## src/hcbt_pkg.sv

```systemverilog
// hcbt_pkg: shared types, constants and helper functions of the chunked body tracker
package hcbt_pkg;

  localparam int MAX_HEAD_BYTES_DEF = 32;
  localparam int SIZE_BITS_DEF      = 32;

  localparam logic [7:0] CH_CR   = 8'h0D;
  localparam logic [7:0] CH_LF   = 8'h0A;
  localparam logic [7:0] CH_SEMI = 8'h3B;

  typedef enum logic [2:0] {
    PH_HEAD    = 3'd0,
    PH_DATA    = 3'd1,
    PH_TAIL_CR = 3'd2,
    PH_TAIL_LF = 3'd3,
    PH_DONE    = 3'd4
  } phase_t;

  typedef enum logic [2:0] {
    ERR_NONE     = 3'd0,
    ERR_TOO_LONG = 3'd1,
    ERR_CRLF     = 3'd2,
    ERR_EXT      = 3'd3,
    ERR_SIZE     = 3'd4
  } err_t;

  typedef enum logic [1:0] {
    ST_NONE = 2'd0,
    ST_400  = 2'd1,
    ST_501  = 2'd2,
    ST_502  = 2'd3
  } status_t;

  typedef struct packed {
    logic    is_payload;
    logic    message_done;
    err_t    error_kind;
    status_t response_status;
  } res_t;

  typedef struct packed {
    logic [7:0] body_byte;
    logic       start_of_body;
  } req_t;

  // bit 4 set when the byte is a hex digit, low nibble is its value
  function automatic logic [4:0] hex_digit(input logic [7:0] b);
    logic [4:0] r;
    r = 5'd0;
    if (b inside {[8'h30:8'h39]}) begin
      r = {1'b1, 4'(b - 8'h30)};
    end else if (b inside {[8'h61:8'h66]}) begin
      r = {1'b1, 4'(b - 8'h57)};
    end else if (b inside {[8'h41:8'h46]}) begin
      r = {1'b1, 4'(b - 8'h37)};
    end
    return r;
  endfunction

  function automatic status_t status_of(input err_t kind, input logic client_side);
    status_t s;
    s = ST_NONE;
    if (kind != ERR_NONE) begin
      if (!client_side) begin
        s = ST_502;
      end else if (kind == ERR_TOO_LONG || kind == ERR_EXT) begin
        s = ST_501;
      end else begin
        s = ST_400;
      end
    end
    return s;
  endfunction

endpackage

```

## src/hcbt_in_stage.sv

```systemverilog
// hcbt_in_stage: input register holding one request ahead of the framing logic
module hcbt_in_stage (
  input  logic          clk,
  input  logic          rst_n,
  input  logic          in_valid,
  output logic          in_ready,
  input  hcbt_pkg::req_t req,
  input  logic          advance,
  output logic          vld,
  output hcbt_pkg::req_t req_q
);

  logic           vld_r, vld_nxt;
  hcbt_pkg::req_t req_r;
  logic           take;

  assign in_ready = !vld_r || advance;
  assign take     = in_valid && in_ready;

  always_comb begin
    vld_nxt = vld_r;
    if (take) begin
      vld_nxt = 1'b1;
    end else if (advance) begin
      vld_nxt = 1'b0;
    end
  end

  always_ff @(posedge clk) begin
    if (!rst_n) begin
      vld_r <= 1'b0;
    end else begin
      vld_r <= vld_nxt;
    end
  end

  always_ff @(posedge clk) begin
    if (take) begin
      req_r <= req;
    end
  end

  assign vld   = vld_r;
  assign req_q = req_r;

endmodule

```

## src/hcbt_core.sv

```systemverilog
// hcbt_core: framing state and per-byte next-state and result logic
module hcbt_core #(
  parameter int MAX_HEAD_BYTES = hcbt_pkg::MAX_HEAD_BYTES_DEF,
  parameter int SIZE_BITS      = hcbt_pkg::SIZE_BITS_DEF
) (
  input  logic           clk,
  input  logic           rst_n,
  input  logic           step,
  input  hcbt_pkg::req_t req,
  input  logic           client_side,
  output hcbt_pkg::res_t res
);

  localparam int HC_W = $clog2(MAX_HEAD_BYTES);
  localparam logic [HC_W:0] HC_LIMIT = (HC_W + 1)'(MAX_HEAD_BYTES - 2);

  hcbt_pkg::phase_t     phase_r, phase_nxt, cur_phase;
  hcbt_pkg::err_t       err_r, err_nxt, cur_err;
  logic [HC_W-1:0]      hc_r, hc_nxt, cur_hc;
  logic                 cr_r, cr_nxt, cur_cr;
  logic                 semi_r, semi_nxt, cur_semi;
  logic                 bad_r, bad_nxt, cur_bad;
  logic [SIZE_BITS-1:0] size_r, size_nxt, cur_size;
  logic [SIZE_BITS-1:0] left_r, left_nxt, cur_left;
  logic [SIZE_BITS-1:0] left_dec;
  logic [4:0]           hex;
  logic [7:0]           b;

  assign b   = req.body_byte;
  assign hex = hcbt_pkg::hex_digit(b);

  // start of body clears everything before the byte is looked at
  always_comb begin
    if (req.start_of_body) begin
      cur_phase = hcbt_pkg::PH_HEAD;
      cur_err   = hcbt_pkg::ERR_NONE;
      cur_hc    = '0;
      cur_cr    = 1'b0;
      cur_semi  = 1'b0;
      cur_bad   = 1'b0;
      cur_size  = '0;
      cur_left  = '0;
    end else begin
      cur_phase = phase_r;
      cur_err   = err_r;
      cur_hc    = hc_r;
      cur_cr    = cr_r;
      cur_semi  = semi_r;
      cur_bad   = bad_r;
      cur_size  = size_r;
      cur_left  = left_r;
    end
  end

  assign left_dec = cur_left - SIZE_BITS'(cur_left != '0);

  // next state
  always_comb begin
    phase_nxt = cur_phase;
    err_nxt   = cur_err;
    hc_nxt    = cur_hc;
    cr_nxt    = cur_cr;
    semi_nxt  = cur_semi;
    bad_nxt   = cur_bad;
    size_nxt  = cur_size;
    left_nxt  = cur_left;
    if (cur_err == hcbt_pkg::ERR_NONE) begin
      case (cur_phase)
        hcbt_pkg::PH_HEAD: begin
          if (cur_cr) begin
            if (b != hcbt_pkg::CH_LF) begin
              err_nxt = hcbt_pkg::ERR_CRLF;
            end else if (cur_semi) begin
              err_nxt = hcbt_pkg::ERR_EXT;
            end else if (cur_bad || cur_hc == '0) begin
              err_nxt = hcbt_pkg::ERR_SIZE;
            end else begin
              cr_nxt    = 1'b0;
              hc_nxt    = '0;
              left_nxt  = cur_size;
              phase_nxt = (cur_size == '0) ? hcbt_pkg::PH_TAIL_CR : hcbt_pkg::PH_DATA;
            end
          end else if (b == hcbt_pkg::CH_CR) begin
            cr_nxt = 1'b1;
          end else if ({1'b0, cur_hc} >= HC_LIMIT) begin
            err_nxt = hcbt_pkg::ERR_TOO_LONG;
          end else begin
            hc_nxt = cur_hc + HC_W'(1);
            if (b == hcbt_pkg::CH_SEMI) begin
              semi_nxt = 1'b1;
            end else if (!hex[4] || cur_size[SIZE_BITS-1 -: 4] != 4'd0) begin
              // not a hex digit, or one more digit would overflow
              bad_nxt = 1'b1;
            end else begin
              size_nxt = {cur_size[SIZE_BITS-5:0], hex[3:0]};
            end
          end
        end
        hcbt_pkg::PH_DATA: begin
          left_nxt = left_dec;
          if (left_dec == '0) begin
            phase_nxt = hcbt_pkg::PH_TAIL_CR;
          end
        end
        hcbt_pkg::PH_TAIL_CR: begin
          if (b != hcbt_pkg::CH_CR) begin
            err_nxt = hcbt_pkg::ERR_CRLF;
          end else begin
            phase_nxt = hcbt_pkg::PH_TAIL_LF;
          end
        end
        hcbt_pkg::PH_TAIL_LF: begin
          if (b != hcbt_pkg::CH_LF) begin
            err_nxt = hcbt_pkg::ERR_CRLF;
          end else if (cur_size == '0) begin
            phase_nxt = hcbt_pkg::PH_DONE;
          end else begin
            phase_nxt = hcbt_pkg::PH_HEAD;
            hc_nxt    = '0;
            cr_nxt    = 1'b0;
            semi_nxt  = 1'b0;
            bad_nxt   = 1'b0;
            size_nxt  = '0;
            left_nxt  = '0;
          end
        end
        default: begin
          phase_nxt = cur_phase;
        end
      endcase
    end
  end

  // outputs
  always_comb begin
    res.is_payload   = 1'b0;
    res.message_done = 1'b0;
    if (cur_err == hcbt_pkg::ERR_NONE) begin
      case (cur_phase)
        hcbt_pkg::PH_DATA: begin
          res.is_payload = 1'b1;
        end
        hcbt_pkg::PH_TAIL_LF: begin
          res.message_done = (b == hcbt_pkg::CH_LF) && (cur_size == '0);
        end
        default: begin
          res.is_payload = 1'b0;
        end
      endcase
    end
    res.error_kind      = err_nxt;
    res.response_status = hcbt_pkg::status_of(err_nxt, client_side);
  end

  always_ff @(posedge clk) begin
    if (!rst_n) begin
      phase_r <= hcbt_pkg::PH_HEAD;
      err_r   <= hcbt_pkg::ERR_NONE;
      hc_r    <= '0;
      cr_r    <= 1'b0;
      semi_r  <= 1'b0;
      bad_r   <= 1'b0;
      size_r  <= '0;
      left_r  <= '0;
    end else if (step) begin
      phase_r <= phase_nxt;
      err_r   <= err_nxt;
      hc_r    <= hc_nxt;
      cr_r    <= cr_nxt;
      semi_r  <= semi_nxt;
      bad_r   <= bad_nxt;
      size_r  <= size_nxt;
      left_r  <= left_nxt;
    end
  end

endmodule

```

## src/hcbt_out_stage.sv

```systemverilog
// hcbt_out_stage: result register towards the output channel
module hcbt_out_stage (
  input  logic           clk,
  input  logic           rst_n,
  input  logic           load,
  input  hcbt_pkg::res_t res,
  output logic           can_load,
  output logic           out_valid,
  input  logic           out_ready,
  output hcbt_pkg::res_t res_q
);

  logic           vld_r, vld_nxt;
  hcbt_pkg::res_t res_r;

  assign can_load = !vld_r || out_ready;

  always_comb begin
    vld_nxt = vld_r;
    if (load) begin
      vld_nxt = 1'b1;
    end else if (out_ready) begin
      vld_nxt = 1'b0;
    end
  end

  always_ff @(posedge clk) begin
    if (!rst_n) begin
      vld_r <= 1'b0;
    end else begin
      vld_r <= vld_nxt;
    end
  end

  always_ff @(posedge clk) begin
    if (load) begin
      res_r <= res;
    end
  end

  assign out_valid = vld_r;
  assign res_q     = res_r;

endmodule

```

## src/http_chunked_body_tracker.sv

```systemverilog
// http_chunked_body_tracker: top level of the chunked transfer-coding body tracker
// path: a request is held in the input register, then its result is registered in the result register
// throughput: one body byte per cycle while the result channel keeps out_ready high
// a new request is taken into an empty input register while a finished result still waits in the result register
// reset (rst_n low, synchronous): tracker back to chunk head, no error, both registers empty
// reset also sets client_side to 1 (client request)
module http_chunked_body_tracker #(
  parameter int MAX_HEAD_BYTES = hcbt_pkg::MAX_HEAD_BYTES_DEF,
  parameter int SIZE_BITS      = hcbt_pkg::SIZE_BITS_DEF
) (
  input  logic       clk,
  input  logic       rst_n,
  // request channel
  input  logic       in_valid,
  output logic       in_ready,
  input  logic [7:0] in_body_byte,
  input  logic       in_start_of_body,
  // result channel
  output logic       out_valid,
  input  logic       out_ready,
  output logic       out_is_payload,
  output logic       out_message_done,
  output logic [2:0] out_error_kind,
  output logic [1:0] out_response_status,
  // configuration
  input  logic       cfg_we,
  input  logic       cfg_wdata
);

  hcbt_pkg::req_t req_in, req_q;
  hcbt_pkg::res_t res, res_q;
  logic           req_vld;
  logic           can_load;
  logic           step;
  logic           client_side_r;

  // client_side selects the status code family; the user must write it only while idle, the block does not enforce this
  always_ff @(posedge clk) begin
    if (!rst_n) begin
      client_side_r <= 1'b1;
    end else if (cfg_we) begin
      client_side_r <= cfg_wdata;
    end
  end

  assign req_in.body_byte     = in_body_byte;
  assign req_in.start_of_body = in_start_of_body;

  // a request moves from the input register into the core when the result register frees up
  assign step = req_vld && can_load;

  hcbt_in_stage u_in_stage (
    .clk      (clk),
    .rst_n    (rst_n),
    .in_valid (in_valid),
    .in_ready (in_ready),
    .req      (req_in),
    .advance  (can_load),
    .vld      (req_vld),
    .req_q    (req_q)
  );

  // framing state only changes on the cycle the request is handed on
  hcbt_core #(
    .MAX_HEAD_BYTES (MAX_HEAD_BYTES),
    .SIZE_BITS      (SIZE_BITS)
  ) u_core (
    .clk         (clk),
    .rst_n       (rst_n),
    .step        (step),
    .req         (req_q),
    .client_side (client_side_r),
    .res         (res)
  );

  hcbt_out_stage u_out_stage (
    .clk       (clk),
    .rst_n     (rst_n),
    .load      (step),
    .res       (res),
    .can_load  (can_load),
    .out_valid (out_valid),
    .out_ready (out_ready),
    .res_q     (res_q)
  );

  assign out_is_payload      = res_q.is_payload;
  assign out_message_done    = res_q.message_done;
  assign out_error_kind      = res_q.error_kind;
  assign out_response_status = res_q.response_status;

endmodule

```

## config.mk

```make
export PLATFORM = sky130hd
export DESIGN_NAME = http_chunked_body_tracker
export DESIGN_NICKNAME = d
export VERILOG_FILES = /design/src/hcbt_pkg.sv /design/src/hcbt_in_stage.sv /design/src/hcbt_core.sv /design/src/hcbt_out_stage.sv /design/src/http_chunked_body_tracker.sv
export SDC_FILE = /design/constraint.sdc
export NUM_CORES = 1
export LEC_CHECK = 0
export BUFFER_PORTS_ARGS = -buffer_cell sky130_fd_sc_hd__buf_4
export CORE_MARGIN = 2
export CORE_UTILIZATION = 60
export DETAILED_ROUTE_END_ITERATION = 8
export GPL_TIMING_DRIVEN = 0
export PLACE_DENSITY = 0.86
export SYNTH_ARGS = -nofsm -noshare
export SYNTH_HDL_FRONTEND = slang
export SYNTH_SLANG_ARGS = --single-unit
```

## constraint.sdc

```tcl
create_clock -name clk -period 6.5 [get_ports clk]
set_input_delay 0 -clock clk [delete_from_list [all_inputs] [get_ports clk]]
set_output_delay 0 -clock clk [all_outputs]
set_load 0.01 [all_outputs]
```

**Word-level counts from Yosys, hierarchy flattened**

Index checks and enable logic that the tools add are counted.

- Add/sub/neg operators: 5
- Reductions and logical operators: 25
- $lt $le $gt $ge: 7
- Equal/unequal tests: 10
- Muxes and demuxes: 92

Operators by type and width:

| kind | number |
|---|---|
| two-way mux 32 bit | 17 |
| case mux 32 bit (3 select lines) | 1 |
| two-way mux 5 bit | 13 |
| logical NOT 32 bit | 2 |
| case mux 32 bit (2 select lines) | 1 |
| two-way mux 3 bit | 20 |
| nonzero test 32 bit | 1 |
| subtractor 32 x 1 -> 32 bit | 1 |
| two-way mux 1 bit | 31 |
| equality test 8 x 4 -> 1 bit (second input constant) | 2 |
| >= comparator 8 x 7 -> 1 bit (second input constant) | 2 |
| less-or-equal comparator 8 x 7 -> 1 bit (second input constant) | 2 |
| inequality test 8 x 4 -> 1 bit (second input constant) | 2 |
| case mux 3 bit (4 select lines) | 1 |
| case mux 5 bit (2 select lines) | 1 |
| equality test 3 x 2 -> 1 bit (second input constant) | 3 |
| case mux 3 bit (3 select lines) | 1 |
| equality test 8 x 6 -> 1 bit (second input constant) | 1 |
| >= comparator 8 x 6 -> 1 bit (second input constant) | 1 |
| less-or-equal comparator 8 x 6 -> 1 bit (second input constant) | 1 |
| subtractor 4 x 3 -> 4 bit (second input constant) | 2 |
| equality test 3 x 1 -> 1 bit (second input constant) | 2 |
| logical AND 1 bit | 6 |
| logical NOT 3 bit | 2 |
| 12 further kinds | 23 |

- Flip-flop bits (word level): 97
- Output and inout port bits: 9
- Logic and storage cells: 156

**Logic depth before layout (Yosys ltp)**

- Depth after elaboration: 14
- Depth in mapped cells: 16

**Hierarchy**

From an unflattened synthesis, not the netlist that was laid out.

- Cells, all modules: 729
- Area total of the unflattened synthesis: 5,908.2 um2

By module, submodules not included:

| module | area an instance (um2) | cells an instance | times used |
|---|---|---|---|
| hcbt_core | 5,281.3 | 700 | 1 |
| hcbt_in_stage | 327.8 | 14 | 1 |
| hcbt_out_stage | 259.0 | 11 | 1 |
| http_chunked_body_tracker | 40.0 | 4 | 1 |

**Worst setup path after synthesis**

No wires, ideal clock.

- Kind: flip-flop to flip-flop
- From: reg u_in_stage.req_r (netlist bit u_in_stage.req_q[0])
- To: reg u_core.phase_r[0]
- Library setup time: 115 ps
- Stages on the path, launching flop included: 17
- Data arrival time: 3,752 ps
- Required time: 6,385 ps
- Path buffers: 5
- Slack: 2,633 ps
- Cells stage by stage: edfxtp_1 > clkbuf_1 > clkbuf_1 > buf_1 > buf_1 > a41oi_1 > ha_1 > ha_1 > clkbuf_1 > or4b_2 > nor4_1 > nand3_1 > a22o_1 > a21oi_1 > and4b_1 > nand4_1 > o21a_1

- Cells in the longest elaborated chain, start to end: 9
- Elaborated cells between the ends (all ways): 29
- Classes of those cells: add/sub: 1; eq/ne: 3; mux: 18; reduce/logical: 7

RTL lines:

| what | line | source |
|---|---|---|
| from (decl) | hcbt_in_stage.sv:14 | `hcbt_pkg::req_t req_r;` |
| from (signal assigned) | hcbt_in_stage.sv:39 | `req_r <= req;` |
| parallel branches: the longest is 8 deep, another holds subtractor 32 x 1 -> 32 bit | n/a |  |
| two-way mux 3 bit * | hcbt_core.sv:67 | `if (cur_err == hcbt_pkg::ERR_NONE) begin` |
| to (signal assigned) | hcbt_core.sv:157 | `phase_r <= hcbt_pkg::PH_HEAD;` |
| to (signal assigned) | hcbt_core.sv:166 | `phase_r <= phase_nxt;` |
| to (decl) | hcbt_core.sv:17 | `hcbt_pkg::phase_t phase_r, phase_nxt, cur_phase;` |

Mark *: on every way between the ends.
A chain may end at the register's enable or synchronous reset.

**Worst setup path in the final report**

Ends and elaborated chain as after synthesis.

==> impl_metrics.prom <==
# TYPE chip_impl_metric gauge
chip_impl_info{name="outcome",value="finished clean"} 1
chip_impl_metric{name="rows",unit=""} 36
chip_impl_info{name="cts_tree",value="done"} 1
chip_impl_metric{name="postRouteWirelength",unit="um"} 21800
chip_impl_metric{name="swShare",unit=""} 0.338
chip_impl_info{name="critPathLaunch",value="u_in_stage.req_q[0]"} 1
chip_impl_metric{name="io_buffers",unit=""} 23
chip_impl_metric{name="detail_route.first_pass.iterations",unit=""} 6
chip_impl_metric{name="clkSlewWorstSetupHoldPaths",unit="ns"} 0.10
chip_impl_metric{name="diodes",unit=""} 0
chip_impl_metric{name="slew_at_the_pin_closest_to_its_max_slew_limit",unit="ns"} 1.14
chip_impl_metric{name="drive_above_1_share",unit=""} 0.0800
chip_impl_metric{name="worst-r2r-cell-count",unit=""} 16
chip_impl_metric{name="leakagePower",unit="nW"} 2.46
chip_impl_metric{name="numCtsBuffers",unit=""} 9
chip_impl_metric{name="die_x",unit="um"} 104
chip_impl_metric{name="final_max_slew_viol_count",unit=""} 0
chip_impl_metric{name="final.period_utilization",unit=""} 0.872
chip_impl_metric{name="cts-htree-levels",unit=""} 3
chip_impl_metric{name="multiInputGateArea",unit="um2"} 3570
chip_impl_metric{name="synth_cell_type_count",unit=""} 72
chip_impl_metric{name="synthesis.area",unit="um2"} 5970
chip_impl_metric{name="power_per_cell_area",unit="nW/um2"} 199
chip_impl_metric{name="setup_total_negative_slack",unit="ns"} 0
chip_impl_metric{name="place_ws",unit="ns"} 1.17
chip_impl_metric{name="postSynth.asyncResetShare",unit=""} 0
chip_impl_metric{name="groute.usage.overall",unit=""} 0.404
chip_impl_metric{name="grt.overflow.total",unit=""} 0
chip_impl_metric{name="detail-route-antenna-nets",unit=""} 0
chip_impl_metric{name="max-vdd-ir-drop",unit="uV"} 199
chip_impl_info{name="hp-start",value="rst_n"} 1
chip_impl_metric{name="path_max_fanout",unit=""} 10
chip_impl_metric{name="postLayoutSetupSlackWorst",unit="ns"} 0.835
chip_impl_metric{name="core_region_area",unit="um2"} 9730
chip_impl_metric{name="post-route-util",unit=""} 0.683
chip_impl_metric{name="floorplan.die_area",unit="um2"} 10800
chip_impl_info{name="most-common-layout-cells",value="81 x sky130_fd_sc_hd__dfxtp_1, 73 x sky130_fd_sc_hd__nand2_1, 70 x sky130_fd_sc_hd__o21ai_0"} 1
chip_impl_metric{name="p_int",unit="mW"} 0.874
chip_impl_metric{name="final_cell_area",unit="um2"} 6650
chip_impl_metric{name="cp.required",unit="ns"} 6.80
chip_impl_metric{name="grt_start_max_net_pins",unit=""} 20
chip_impl_info{name="hold_path.class",value="in2reg"} 1
chip_impl_info{name="cp-end-kind",value="register"} 1
chip_impl_info{name="setup.worst_path.start_class",value="register"} 1
chip_impl_metric{name="place_area",unit="um2"} 6310
chip_impl_metric{name="setup_viol_count_final",unit=""} 0
chip_impl_metric{name="number_of_standard_cells_after_synthesis",unit=""} 759
chip_impl_metric{name="dr_total_vias",unit=""} 6812
chip_impl_metric{name="syn_avg_cell_area",unit="um2"} 7.87
chip_impl_metric{name="timing.reg2reg.setup_slack",unit="ns"} 0.83
chip_impl_metric{name="post_route_insts_no_fill",unit=""} 945
chip_impl_metric{name="place.gp.congestion",unit=""} 1.01
chip_impl_metric{name="cts_setup_buffers",unit=""} 0
chip_impl_metric{name="clock_power_share",unit=""} 0.300
chip_impl_metric{name="critical_path_data_arrival_time",unit="ns"} 5.96
chip_impl_metric{name="clockBufferDepth",unit=""} 2
chip_impl_info{name="synth-main-ff-cell",value="sky130_fd_sc_hd__dfxtp_1"} 1
chip_impl_metric{name="total_power",unit="mW"} 1.32
chip_impl_metric{name="synth-seq-cells",unit=""} 97
chip_impl_info{name="reg2reg_to",value="u_core.phase_r[0]"} 1
chip_impl_metric{name="layout.nets",unit=""} 831
chip_impl_metric{name="dp_cells",unit=""} 915
chip_impl_metric{name="grt_pass1_vias",unit=""} 6135
chip_impl_metric{name="fin_worst_skew",unit="ns"} 0.0110
chip_impl_metric{name="grt_antenna_before_repair",unit=""} 0
chip_impl_metric{name="detailed_place_hpwl",unit="um"} 15500
chip_impl_metric{name="cap_viol_max_count",unit=""} 0
chip_impl_metric{name="dr.first_iter.drc_count",unit=""} 1036
chip_impl_metric{name="fmax",unit="GHz"} 0.177
chip_impl_info{name="mostFrequentLayoutCell",value="sky130_fd_sc_hd__dfxtp_1"} 1
chip_impl_metric{name="die_h",unit="um"} 104
chip_impl_metric{name="postSynthNetCount",unit=""} 783
chip_impl_metric{name="cts_sinks",unit=""} 97
chip_impl_metric{name="ys.warnings.count",unit=""} 0
chip_impl_info{name="crit_end",value="u_core.phase_r[0]"} 1
chip_impl_metric{name="slew_headroom",unit=""} 0.220
chip_impl_info{name="cts-root-buf",value="sky130_fd_sc_hd__clkbuf_8"} 1
chip_impl_info{name="grt_setup_unrepaired",value="no"} 1
chip_impl_metric{name="timing.final.crit_period",unit="ns"} 5.67
chip_impl_metric{name="area.growth.synth_to_final",unit="%"} 11.3
chip_impl_metric{name="power.net_switching",unit="mW"} 0.447
chip_impl_metric{name="cts_resized",unit=""} 0
chip_impl_metric{name="pwr-share-comb",unit=""} 0.218
chip_impl_metric{name="initial_core_util",unit=""} 0.614
chip_impl_metric{name="clock_insertion_delay_worst_skew",unit="ns"} 0.40
chip_impl_metric{name="synth_edf_count",unit=""} 16
chip_impl_metric{name="synth.yosys.seq_area_share",unit=""} 0.352
chip_impl_metric{name="io_pins",unit=""} 24
chip_impl_metric{name="grt_first_pass_wirelength",unit="um"} 34200
chip_impl_metric{name="sequentialPowerShare",unit=""} 0.483
chip_impl_info{name="setup.worst_path.class",value="reg2reg"} 1
chip_impl_metric{name="final-seq-area",unit="um2"} 2100
chip_impl_info{name="ff_to_ff_start",value="u_in_stage.req_q[0]"} 1
chip_impl_metric{name="final.fill_count",unit=""} 797
chip_impl_metric{name="detail_route.drc_violations",unit=""} 0
chip_impl_metric{name="hold_slack",unit="ns"} 0.0493
chip_impl_metric{name="routed_via_density",unit=""} 7.21
chip_impl_metric{name="drt-wirelength-per-cell",unit="um"} 23.0
chip_impl_metric{name="final_hold_violation_count",unit=""} 0
## cell usage after synthesis (4+ instances only)
master                     number  area share
sky130_fd_sc_hd__dfxtp_1       81        0.27
sky130_fd_sc_hd__nand2_1       73       0.046
sky130_fd_sc_hd__o21ai_0       70       0.059
sky130_fd_sc_hd__nor2_1        66       0.041
sky130_fd_sc_hd__a21oi_1       47       0.039
sky130_fd_sc_hd__clkbuf_1      38       0.024
sky130_fd_sc_hd__nor3_1        28       0.023
sky130_fd_sc_hd__a22o_1        25       0.037
sky130_fd_sc_hd__nor4_1        24       0.025
sky130_fd_sc_hd__nand3_1       23       0.019
sky130_fd_sc_hd__nand4_1       20       0.021
sky130_fd_sc_hd__inv_1         19       0.012
sky130_fd_sc_hd__edfxtp_1      16       0.080
sky130_fd_sc_hd__a22oi_1       14       0.018
sky130_fd_sc_hd__nor2b_1       12       0.013
sky130_fd_sc_hd__o21a_1        12       0.015
sky130_fd_sc_hd__and2_1        11       0.012
sky130_fd_sc_hd__nand2b_1      11       0.012
sky130_fd_sc_hd__a21boi_0       9       0.011
sky130_fd_sc_hd__a31oi_1        9      0.0094
sky130_fd_sc_hd__ha_1           9       0.019
sky130_fd_sc_hd__o22ai_1        9      0.0094
sky130_fd_sc_hd__and3_1         8      0.0084
sky130_fd_sc_hd__buf_2          7      0.0059
sky130_fd_sc_hd__or4_1          7      0.0088
sky130_fd_sc_hd__a32o_1         6       0.010
sky130_fd_sc_hd__xor2_1         6      0.0088
sky130_fd_sc_hd__o41ai_1        5      0.0073
sky130_fd_sc_hd__or2_2          5      0.0052
sky130_fd_sc_hd__buf_1          4      0.0025
sky130_fd_sc_hd__nor3b_1        4      0.0050
sky130_fd_sc_hd__o31ai_1        4      0.0050
## routing by layer
layer / wire length (um) / track usage
met1: 8620 / 0.572
met3: 2950 / 0.0900
met5: 0 / 0
met4: 751 / 0.158
met2: 9450 / 0.602
## layout make-up
cell class | count | area share
buffer | 52 | 0.0341
clock buffer | 9 | 0.0186
inverter | 20 | 0.0113
sequential | 97 | 0.316
tap | 133 | 0.0250
timing repair buffer | 37 | 0.0470
clock inverter | 7 | 0.0107
multi-input combinational | 590 | 0.537
## power groups by stage
stage                     clock, mW  sequential, mW  combinational [mW]
after global placement            0           0.649               0.261
after global routing          0.419           0.639               0.305
after CTS                     0.393           0.636               0.271
after detailed placement          0           0.649               0.262
final                         0.396           0.637               0.287
after floorplan                   0           0.647               0.180
## critical path, cell delays in order (launching register included)
cell	delay (ns)
sky130_fd_sc_hd__edfxtp_1	0.47
sky130_fd_sc_hd__clkbuf_1	0.57
sky130_fd_sc_hd__clkbuf_1	0.54
sky130_fd_sc_hd__buf_1	0.58
sky130_fd_sc_hd__buf_1	0.52
sky130_fd_sc_hd__a41oi_1	0.11
sky130_fd_sc_hd__ha_1	0.35
sky130_fd_sc_hd__ha_1	0.22
sky130_fd_sc_hd__clkbuf_1	0.19
sky130_fd_sc_hd__nand2_1	0.22
sky130_fd_sc_hd__a21boi_0	0.22
sky130_fd_sc_hd__a41oi_1	0.11
sky130_fd_sc_hd__or4_1	0.63
sky130_fd_sc_hd__nor3_2	0.19
sky130_fd_sc_hd__and4b_1	0.23
sky130_fd_sc_hd__nand4_1	0.17
sky130_fd_sc_hd__o21a_1	0.24
## worst min-delay path by stage
stage                                     end  slack [ns]  cells past startpoint
after global placement    u_in_stage.req_q[0]        0.18                      1
after detailed placement  u_in_stage.req_q[8]        0.18                      1
after CTS                   u_core.left_r[31]        0.03                      3
after global routing        u_core.left_r[31]        0.10                      3
final                       u_core.left_r[31]        0.05                      3
after floorplan           u_in_stage.req_q[0]         0.1                      0
## timing repair
item | 4_1_cts | 5_1_grt
endpoints found under the setup margin | 0 | 0
hold buffers | 14 | 0
endpoints found under the hold margin | 12 | 0
## registers in the layout, indices dropped and copies added (netlist names)
signal and flops:
u_core.left_r 32, u_core.size_r 32, u_in_stage.req_q 9, u_out_stage.res_q 7, u_core.hc_r 5, u_core.err_r 3, u_core.phase_r 3, client_side_r 1
u_core.bad_r 1, u_core.cr_r 1, u_core.semi_r 1, u_in_stage.vld 1, u_out_stage.out_valid 1
## logic make-up (layout without fill, tap and decap cells)
family,count (synthesis),in the layout,share of synthesized area
AOI/OAI and AO/OA,257,257,0.288
xor gates and xnor gates,9,9,0.0132
adders and majority gates,9,9,0.0188
buffers and inverters,72,125,0.0505
DFF,97,97,0.352
muxes,3,3,0.00524
and+or+nand+nor,312,312,0.272
(Power assumes the default switching activity.)
